==> config.mk <==
export PLATFORM = sky130hd
export DESIGN_NAME = sparse_bigram_feature_hasher
export DESIGN_NICKNAME = d
export VERILOG_FILES = /design/src/rtl/sbfh_pkg.sv /design/src/rtl/sbfh_seq.sv /design/src/rtl/sbfh_feature.sv /design/src/rtl/sparse_bigram_feature_hasher.sv
export SDC_FILE = /design/constraint.sdc
export NUM_CORES = 1
export LEC_CHECK = 0
export ABC_CLOCK_PERIOD_IN_PS = 8100
export BUFFER_PORTS_ARGS = -buffer_cell sky130_fd_sc_hd__buf_2
export CAP_MARGIN = 20
export CELL_PAD_IN_SITES_DETAIL_PLACEMENT = 0
export CELL_PAD_IN_SITES_GLOBAL_PLACEMENT = 2
export CORE_ASPECT_RATIO = 0.5
export CORE_MARGIN = 10
export CORE_UTILIZATION = 25
export DETAILED_ROUTE_END_ITERATION = 6
export GPL_TIMING_DRIVEN = 0
export PLACE_DENSITY = 0.54
export REMOVE_ABC_BUFFERS = 1
export SLEW_MARGIN = 20
export SYNTH_ARGS = -nofsm -noshare
export SYNTH_HDL_FRONTEND = slang
export SYNTH_HIERARCHICAL = 1
export SYNTH_SLANG_ARGS = --single-unit
==> constraint.sdc <==
create_clock -name clk -period 8.1 [get_ports clk]
set_input_delay 0.81 -clock clk [delete_from_list [all_inputs] [get_ports clk]]
set_output_delay 0.81 -clock clk [all_outputs]
set_load 0.005 [all_outputs]
==> src/rtl/sbfh_pkg.sv <==
// ----------------------------------------------------------------------------
// sbfh_pkg
// Shared types and constants for the sparse-bigram feature hasher.
// ----------------------------------------------------------------------------
`default_nettype none

package sbfh_pkg;

	localparam int HASH_W      = 32;
	localparam int DIST_W      = 4;
	localparam int COEF_W      = 12;
	localparam int COEF_N      = 10;
	localparam int OUT_TDATA_W = 72;   // 32 + 32 + 4, padded to whole bytes
	localparam int CFG_IDX_W   = 2;

	localparam logic [HASH_W-1:0] FILLER_HASH = 32'hDEAD_BEEF;

	// command codes on the input tuser
	localparam logic CMD_TOKEN = 1'b0;
	localparam logic CMD_END   = 1'b1;

	// configuration register indexes
	localparam logic [CFG_IDX_W-1:0] REG_PAD_AFTER_END = 2'd0;
	localparam logic [CFG_IDX_W-1:0] REG_COMPAT_COEF   = 2'd1;

	localparam logic [COEF_W-1:0] COEF_A [COEF_N] = '{
		12'd1, 12'd3, 12'd5, 12'd11, 12'd23, 12'd47, 12'd97, 12'd197, 12'd397, 12'd797
	};
	localparam logic [COEF_W-1:0] COEF_B [COEF_N] = '{
		12'd7, 12'd13, 12'd29, 12'd51, 12'd101, 12'd203, 12'd407, 12'd817, 12'd1637,
		12'd3277
	};

	// one feature pair request from the window sequencer
	typedef struct packed {
		logic              valid;
		logic [HASH_W-1:0] newest;
		logic [HASH_W-1:0] older;
		logic [DIST_W-1:0] pair_dist;
		logic              last;
	} feat_req_t;

endpackage

`default_nettype wire

==> src/rtl/sbfh_seq.sv <==
// ----------------------------------------------------------------------------
// sbfh_seq
// Hash window and distance sequencer: shifts hashes in, walks the distances
// and runs the filler passes at end of document.
// ----------------------------------------------------------------------------
`default_nettype none

module sbfh_seq #(
	parameter int WINDOW_LEN = 5
) (
	input  wire logic                      clk,
	input  wire logic                      arst_n,
	input  wire logic                      in_valid,
	output logic                           in_ready,
	input  wire logic                      in_cmd,
	input  wire logic [sbfh_pkg::HASH_W-1:0] in_hash,
	input  wire logic                      pad_en,
	input  wire logic                      out_free,
	output sbfh_pkg::feat_req_t            req
);
	import sbfh_pkg::*;

	localparam int CNT_W = $clog2(WINDOW_LEN);
	localparam logic [CNT_W-1:0] DIST_ONE  = CNT_W'(1);
	localparam logic [CNT_W-1:0] DIST_MAX  = CNT_W'(WINDOW_LEN - 1);
	localparam logic [CNT_W-1:0] PAD_START = CNT_W'(WINDOW_LEN - 2);

	logic [HASH_W-1:0] win_q [WINDOW_LEN];
	logic [HASH_W-1:0] base  [WINDOW_LEN];
	logic              busy_q;
	logic              end_mode_q;
	logic [CNT_W-1:0]  dist_q;
	logic [CNT_W-1:0]  pads_q;

	logic              fire;
	logic              at_end;
	logic              item_done;
	logic              in_fire;
	logic              rearm_now;
	logic [HASH_W-1:0] shift_val;

	assign fire      = busy_q && out_free;
	assign at_end    = (dist_q == DIST_MAX);
	assign item_done = fire && at_end && (pads_q == '0);
	assign in_ready  = !busy_q || item_done;
	assign in_fire   = in_valid && in_ready;
	assign rearm_now = item_done && end_mode_q;
	assign shift_val = (in_cmd == CMD_TOKEN) ? in_hash : FILLER_HASH;

	// window as seen by an item accepted in the same cycle the last one ends
	always_comb begin
		for (int i = 0; i < WINDOW_LEN; i++) begin
			base[i] = rearm_now ? FILLER_HASH : win_q[i];
		end
	end

	always_ff @(posedge clk or negedge arst_n) begin
		if (!arst_n) begin
			for (int i = 0; i < WINDOW_LEN; i++) begin
				win_q[i] <= FILLER_HASH;
			end
		end else begin
			priority if (in_fire) begin
				if (in_cmd == CMD_END && !pad_en) begin
					for (int i = 0; i < WINDOW_LEN; i++) begin
						win_q[i] <= FILLER_HASH;
					end
				end else begin
					win_q[0] <= shift_val;
					for (int i = 1; i < WINDOW_LEN; i++) begin
						win_q[i] <= base[i-1];
					end
				end
			end else if (fire && at_end && pads_q != '0) begin
				win_q[0] <= FILLER_HASH;
				for (int i = 1; i < WINDOW_LEN; i++) begin
					win_q[i] <= win_q[i-1];
				end
			end else if (rearm_now) begin
				for (int i = 0; i < WINDOW_LEN; i++) begin
					win_q[i] <= FILLER_HASH;
				end
			end else begin
				// window holds
			end
		end
	end

	always_ff @(posedge clk or negedge arst_n) begin
		if (!arst_n) begin
			busy_q     <= 1'b0;
			end_mode_q <= 1'b0;
			dist_q     <= DIST_ONE;
			pads_q     <= '0;
		end else begin
			priority if (in_fire) begin
				busy_q     <= !(in_cmd == CMD_END && !pad_en);
				end_mode_q <= (in_cmd == CMD_END);
				dist_q     <= DIST_ONE;
				pads_q     <= (in_cmd == CMD_END) ? PAD_START : '0;
			end else if (fire) begin
				if (at_end) begin
					dist_q <= DIST_ONE;
					if (pads_q != '0) begin
						pads_q <= pads_q - DIST_ONE;
					end else begin
						busy_q     <= 1'b0;
						end_mode_q <= 1'b0;
					end
				end else begin
					dist_q <= dist_q + DIST_ONE;
				end
			end else begin
				// idle, or waiting on the output register
			end
		end
	end

	always_comb begin
		req.valid     = busy_q;
		req.newest    = win_q[0];
		req.older     = win_q[dist_q];
		req.pair_dist = DIST_W'(dist_q);
		req.last      = at_end && (pads_q == '0);
	end

endmodule

`default_nettype wire

==> src/rtl/sbfh_feature.sv <==
// ----------------------------------------------------------------------------
// sbfh_feature
// Feature pair arithmetic and the output register.
// ----------------------------------------------------------------------------
`default_nettype none

module sbfh_feature (
	input  wire logic                          clk,
	input  wire logic                          arst_n,
	input  wire sbfh_pkg::feat_req_t           req,
	input  wire logic                          compat,
	output logic                               out_free,
	output logic                               out_valid,
	input  wire logic                          out_ready,
	output logic [sbfh_pkg::OUT_TDATA_W-1:0]   out_data,
	output logic                               out_last
);
	import sbfh_pkg::*;

	logic [DIST_W-1:0] coef_idx;
	logic [HASH_W-1:0] prim;
	logic [HASH_W-1:0] sec;
	logic              valid_q;
	logic [HASH_W-1:0] prim_q;
	logic [HASH_W-1:0] sec_q;
	logic [DIST_W-1:0] dist_q;
	logic              last_q;

	assign coef_idx = compat ? (req.pair_dist - DIST_W'(1)) : req.pair_dist;

	// products are kept modulo 2^32
	assign prim = HASH_W'(req.newest * HASH_W'(COEF_A[0]))
		+ HASH_W'(req.older * HASH_W'(COEF_A[req.pair_dist]));
	assign sec  = HASH_W'(req.newest * HASH_W'(COEF_B[0]))
		+ HASH_W'(req.older * HASH_W'(COEF_B[coef_idx]));

	assign out_free = !valid_q || out_ready;

	always_ff @(posedge clk or negedge arst_n) begin
		if (!arst_n) begin
			valid_q <= 1'b0;
		end else if (out_free) begin
			valid_q <= req.valid;
		end
	end

	always_ff @(posedge clk) begin
		if (out_free && req.valid) begin
			prim_q <= prim;
			sec_q  <= sec;
			dist_q <= req.pair_dist;
			last_q <= req.last;
		end
	end

	assign out_valid = valid_q;
	assign out_data  = {(OUT_TDATA_W - 2*HASH_W - DIST_W)'(0), dist_q, sec_q, prim_q};
	assign out_last  = last_q;

endmodule

`default_nettype wire

==> src/rtl/sparse_bigram_feature_hasher.sv <==
// Each item's first result reaches m_axis through the output register.
// Throughput: one result per cycle unless m_axis stalls; a token gives WINDOW_LEN-1
// results, an end of document (WINDOW_LEN-1)^2 with padding or none without, set by
// the distance sequencer that feeds the single feature unit one distance per cycle.
// Reset: window holds 0xDEADBEEF, padding on, compatible coefficients off, no result.
// ----------------------------------------------------------------------------
// sparse_bigram_feature_hasher
// Streams sparse-bigram feature hash pairs for a sliding window of token hashes.
// ----------------------------------------------------------------------------
`default_nettype none

module sparse_bigram_feature_hasher #(
	parameter int WINDOW_LEN = 5
) (
	input  wire logic                               clk,
	input  wire logic                               arst_n,
	input  wire logic                               s_axis_tvalid,
	output logic                                    s_axis_tready,
	input  wire logic [sbfh_pkg::HASH_W-1:0]        s_axis_tdata,  // token_hash
	input  wire logic                               s_axis_tuser,  // cmd
	output logic                                    m_axis_tvalid,
	input  wire logic                               m_axis_tready,
	// primary_hash[31:0], secondary_hash[63:32], distance[67:64], zero pad
	output logic [sbfh_pkg::OUT_TDATA_W-1:0]        m_axis_tdata,
	output logic                                    m_axis_tlast,  // last_feature
	input  wire logic                               cfg_valid,
	output logic                                    cfg_ready,
	input  wire logic [sbfh_pkg::CFG_IDX_W-1:0]     cfg_index,
	input  wire logic                               cfg_data
);
	import sbfh_pkg::*;

	logic      pad_q;
	logic      compat_q;
	logic      out_free;
	feat_req_t req;

	assign cfg_ready = 1'b1;

	always_ff @(posedge clk or negedge arst_n) begin
		if (!arst_n) begin
			pad_q    <= 1'b1;
			compat_q <= 1'b0;
		end else if (cfg_valid && cfg_ready) begin
			if (cfg_index == REG_PAD_AFTER_END) begin
				pad_q <= cfg_data;
			end
			if (cfg_index == REG_COMPAT_COEF) begin
				compat_q <= cfg_data;
			end
		end
	end

	sbfh_seq #(
		.WINDOW_LEN(WINDOW_LEN)
	) u_seq (
		.clk      (clk),
		.arst_n   (arst_n),
		.in_valid (s_axis_tvalid),
		.in_ready (s_axis_tready),
		.in_cmd   (s_axis_tuser),
		.in_hash  (s_axis_tdata),
		.pad_en   (pad_q),
		.out_free (out_free),
		.req      (req)
	);

	sbfh_feature u_feature (
		.clk       (clk),
		.arst_n    (arst_n),
		.req       (req),
		.compat    (compat_q),
		.out_free  (out_free),
		.out_valid (m_axis_tvalid),
		.out_ready (m_axis_tready),
		.out_data  (m_axis_tdata),
		.out_last  (m_axis_tlast)
	);

endmodule

`default_nettype wire

==> reports/metrics.yaml <==
seq_area_um2: 6490
die_w_um: 520
dp_worst_setup_slack_ns: -1.82
syn-cell-area_um2: 31200
cap_viol_max_count: 0
initial_utilization_pct: 25.3
cts_hold_buf: 0
synth_edf_count: 68
ys_seq_area_share_pct: 20.8
yosysTopAreaCell: "fa_1"
clock_path_buffers: 3
tightest_slew_ns: 0.947
gp_congestion: 0.759
multi_input_area_um2: 22100
max-slew-margin-rel_pct: 36.6
via_per_inst: 4.56
drc: 0
layout-drive-gt1-share_pct: 18.1
antenna_found_initial: 8
grt_pass1_wl_um: 152000
skew_ns: 0.0234
max_freq_mhz: 122
die_y_um: 270
period_share_pct: 101
finalWorstSetupSlack_ns: -0.0724
cp_common_cell: "fa_1"
hold_violations: 0
place_area_um2: 34300
cp.required_ns: 8.45
grt_overflow: 0
slew_viol_final: 0
start_kind: "register"
async_flop_share_pct: 71.5
synthTopCellsByArea: "fa_1, dfstp_2, inv_1"
fillCellCount: 12900
fin_nets: 3888
placed_cells: 4718
cts_buffers: 30
path_buf_inv: 5
violations: "negative setup slack"
rsz0062_at_grt: "yes"
vias: 22100
final_area_um2: 36600
critPathArrivalTime_ns: 8.52
antenna_left: 0
htreeDepth: 1
ys_warn_count: 6
insertion_delay_ns: 0.62
crit_path_max_fanout: 6
setup-violations-final: 2
dp_hpwl_um: 71300
syn_inst: 3099
synth_ff_type: "dfstp_2"
ios: 117
min_path_type: "in2async"
final_common_cell: "inv_1"
cts.sinks: 239
port_buffers: 111
syn_area_per_cell_um2: 10.1
status: "finished with violations"
core_um2: 124000
grt_pass1_vias: 23800
grt_max_degree: 89
grt_usage_pct: 13.9
mostFrequentLayoutCells: "inv_1, fa_1, nand2_1, a221o_1, ha_1"
ys_ff_latch: 239
crit_path_end_kind: "register"
clk_pin_slew_ns: 0.07
wl_per_cell_um: 20.1
finalSetupTns_ns: -0.0978
critPathKind: "reg2reg"
drtIter0Drc: 1183
instances_no_fill: 4853
path_delay_family: "adder cells"
finalCriticalPeriod_ns: 8.17
slowest_stage: "dfstp_4"
core.rowCount: 91
clock-root-buffer: "clkbuf_16"
die_area_um2: 140000
totalWireLength_um: 97800
cts_tree: "yes"
synth.distinct_cells: 71
cpPeakStageDelay_ns: 0.65
drtPass1Iterations: 5
area_delta_synth_final_pct: 17.2
synth_top_cell_area_share_pct: 35.5
==> logic make-up (layout without fill, tap and decap cells) <==
group | after synthesis | count (layout) | synth area share (%)
muxes | 36 | 36 | 2.45
AOI/OAI and AO/OA | 372 | 373 | 9.35
other | 3 | 7 | 0.0361
and+or+nand+nor | 796 | 798 | 12.4
DFF | 239 | 239 | 20.8
xor gates and xnor gates | 92 | 92 | 2.61
buffers and inverters | 868 | 941 | 11.4
adders and majority gates | 693 | 693 | 41.1
==> timing repair <==
item,4_1_cts,5_1_grt
gates resized for setup,83,29
setup buffers,67,7
gates cloned,3,1
setup endpoints to repair,26,14
pin swaps,44,28
endpoints found under the hold margin,0,0
==> registers in the layout (all words and copies together) (netlist names), 3 cells and up <==
name and flops:
u_feature/prim_q 32, u_feature/dist_q 4, u_seq/dist_q 3, u_seq/pads_q 3, u_seq/win_q 128, u_feature/sec_q 31, u_seq/req 32
==> worst paths after layout <==
path / startpoint / slack (ns) / to / cells past startpoint
min in group clk: s_axis_tdata[6] / 0.40 / u_seq/req[43] / 2
max reg2reg: u_seq/dist_q[0] / -0.07 / u_feature/sec_q[26] / 27
min reg2reg: u_seq/pads_q[0] / 0.51 / u_seq/pads_q[0] / 2
max in group asynchronous: arst_n / 6.98 / u_seq/win_q[9] / 3
min: arst_n / 0.22 / u_seq/pads_q[1] / 2
max: u_seq/dist_q[0] / -0.07 / u_feature/sec_q[26] / 27
==> layout make-up <==
type | count | area share, %
clock buffers | 41 | 2.51
repair buffers | 236 | 6.50
flip-flops and latches | 239 | 17.7
clock inverters | 15 | 0.428
inverters | 649 | 6.75
diodes | 1 | 0.00684
well taps | 1674 | 5.73
multi-input cells | 1998 | 60.3
==> per-stage QoR <==
step	hold slack [ns]	utilization (%)
after floorplan	0.466	-
after global routing	0.223	29.6
after global placement	0.487	26.5
after detailed placement	0.495	27.7
after CTS	0.198	29.5
final	0.216	29.6
==> layer usage <==
layer  wire length [µm]  GRT usage, %  part of all wire (%)  up-vias
met3               4440          2.15                   4.5      104
met5                 37             0                 0.038        -
li1                   -             -                     -     9900
met4               2020          2.61                   2.1        6
met1              44700          19.3                    46    11700
met2              46600          23.0                    48      435
==> Yosys cell counts (all sizes together) (9+ instances only) <==
| cell type | count |
|---|---|
| a21o | 25 |
| a21oi | 46 |
| a221o | 129 |
| a22o | 13 |
| and2 | 113 |
| and3 | 56 |
| buf | 92 |
| clkbuf | 127 |
| dfrtp | 49 |
| dfstp | 122 |
| edfxtp | 68 |
| fa | 553 |
| ha | 140 |
| inv | 649 |
| mux4 | 32 |
| nand2 | 387 |
| nand2b | 11 |
| nand3 | 48 |
| nand4b | 31 |
| nor2 | 74 |
| nor2b | 9 |
| nor3 | 43 |
| o21a | 14 |
| o21ai | 70 |
| o22a | 24 |
| xnor2 | 72 |
| xor2 | 20 |
Power is not shown: default switching activity piles up to over one toggle a cycle in this logic, so the estimate is an artifact.
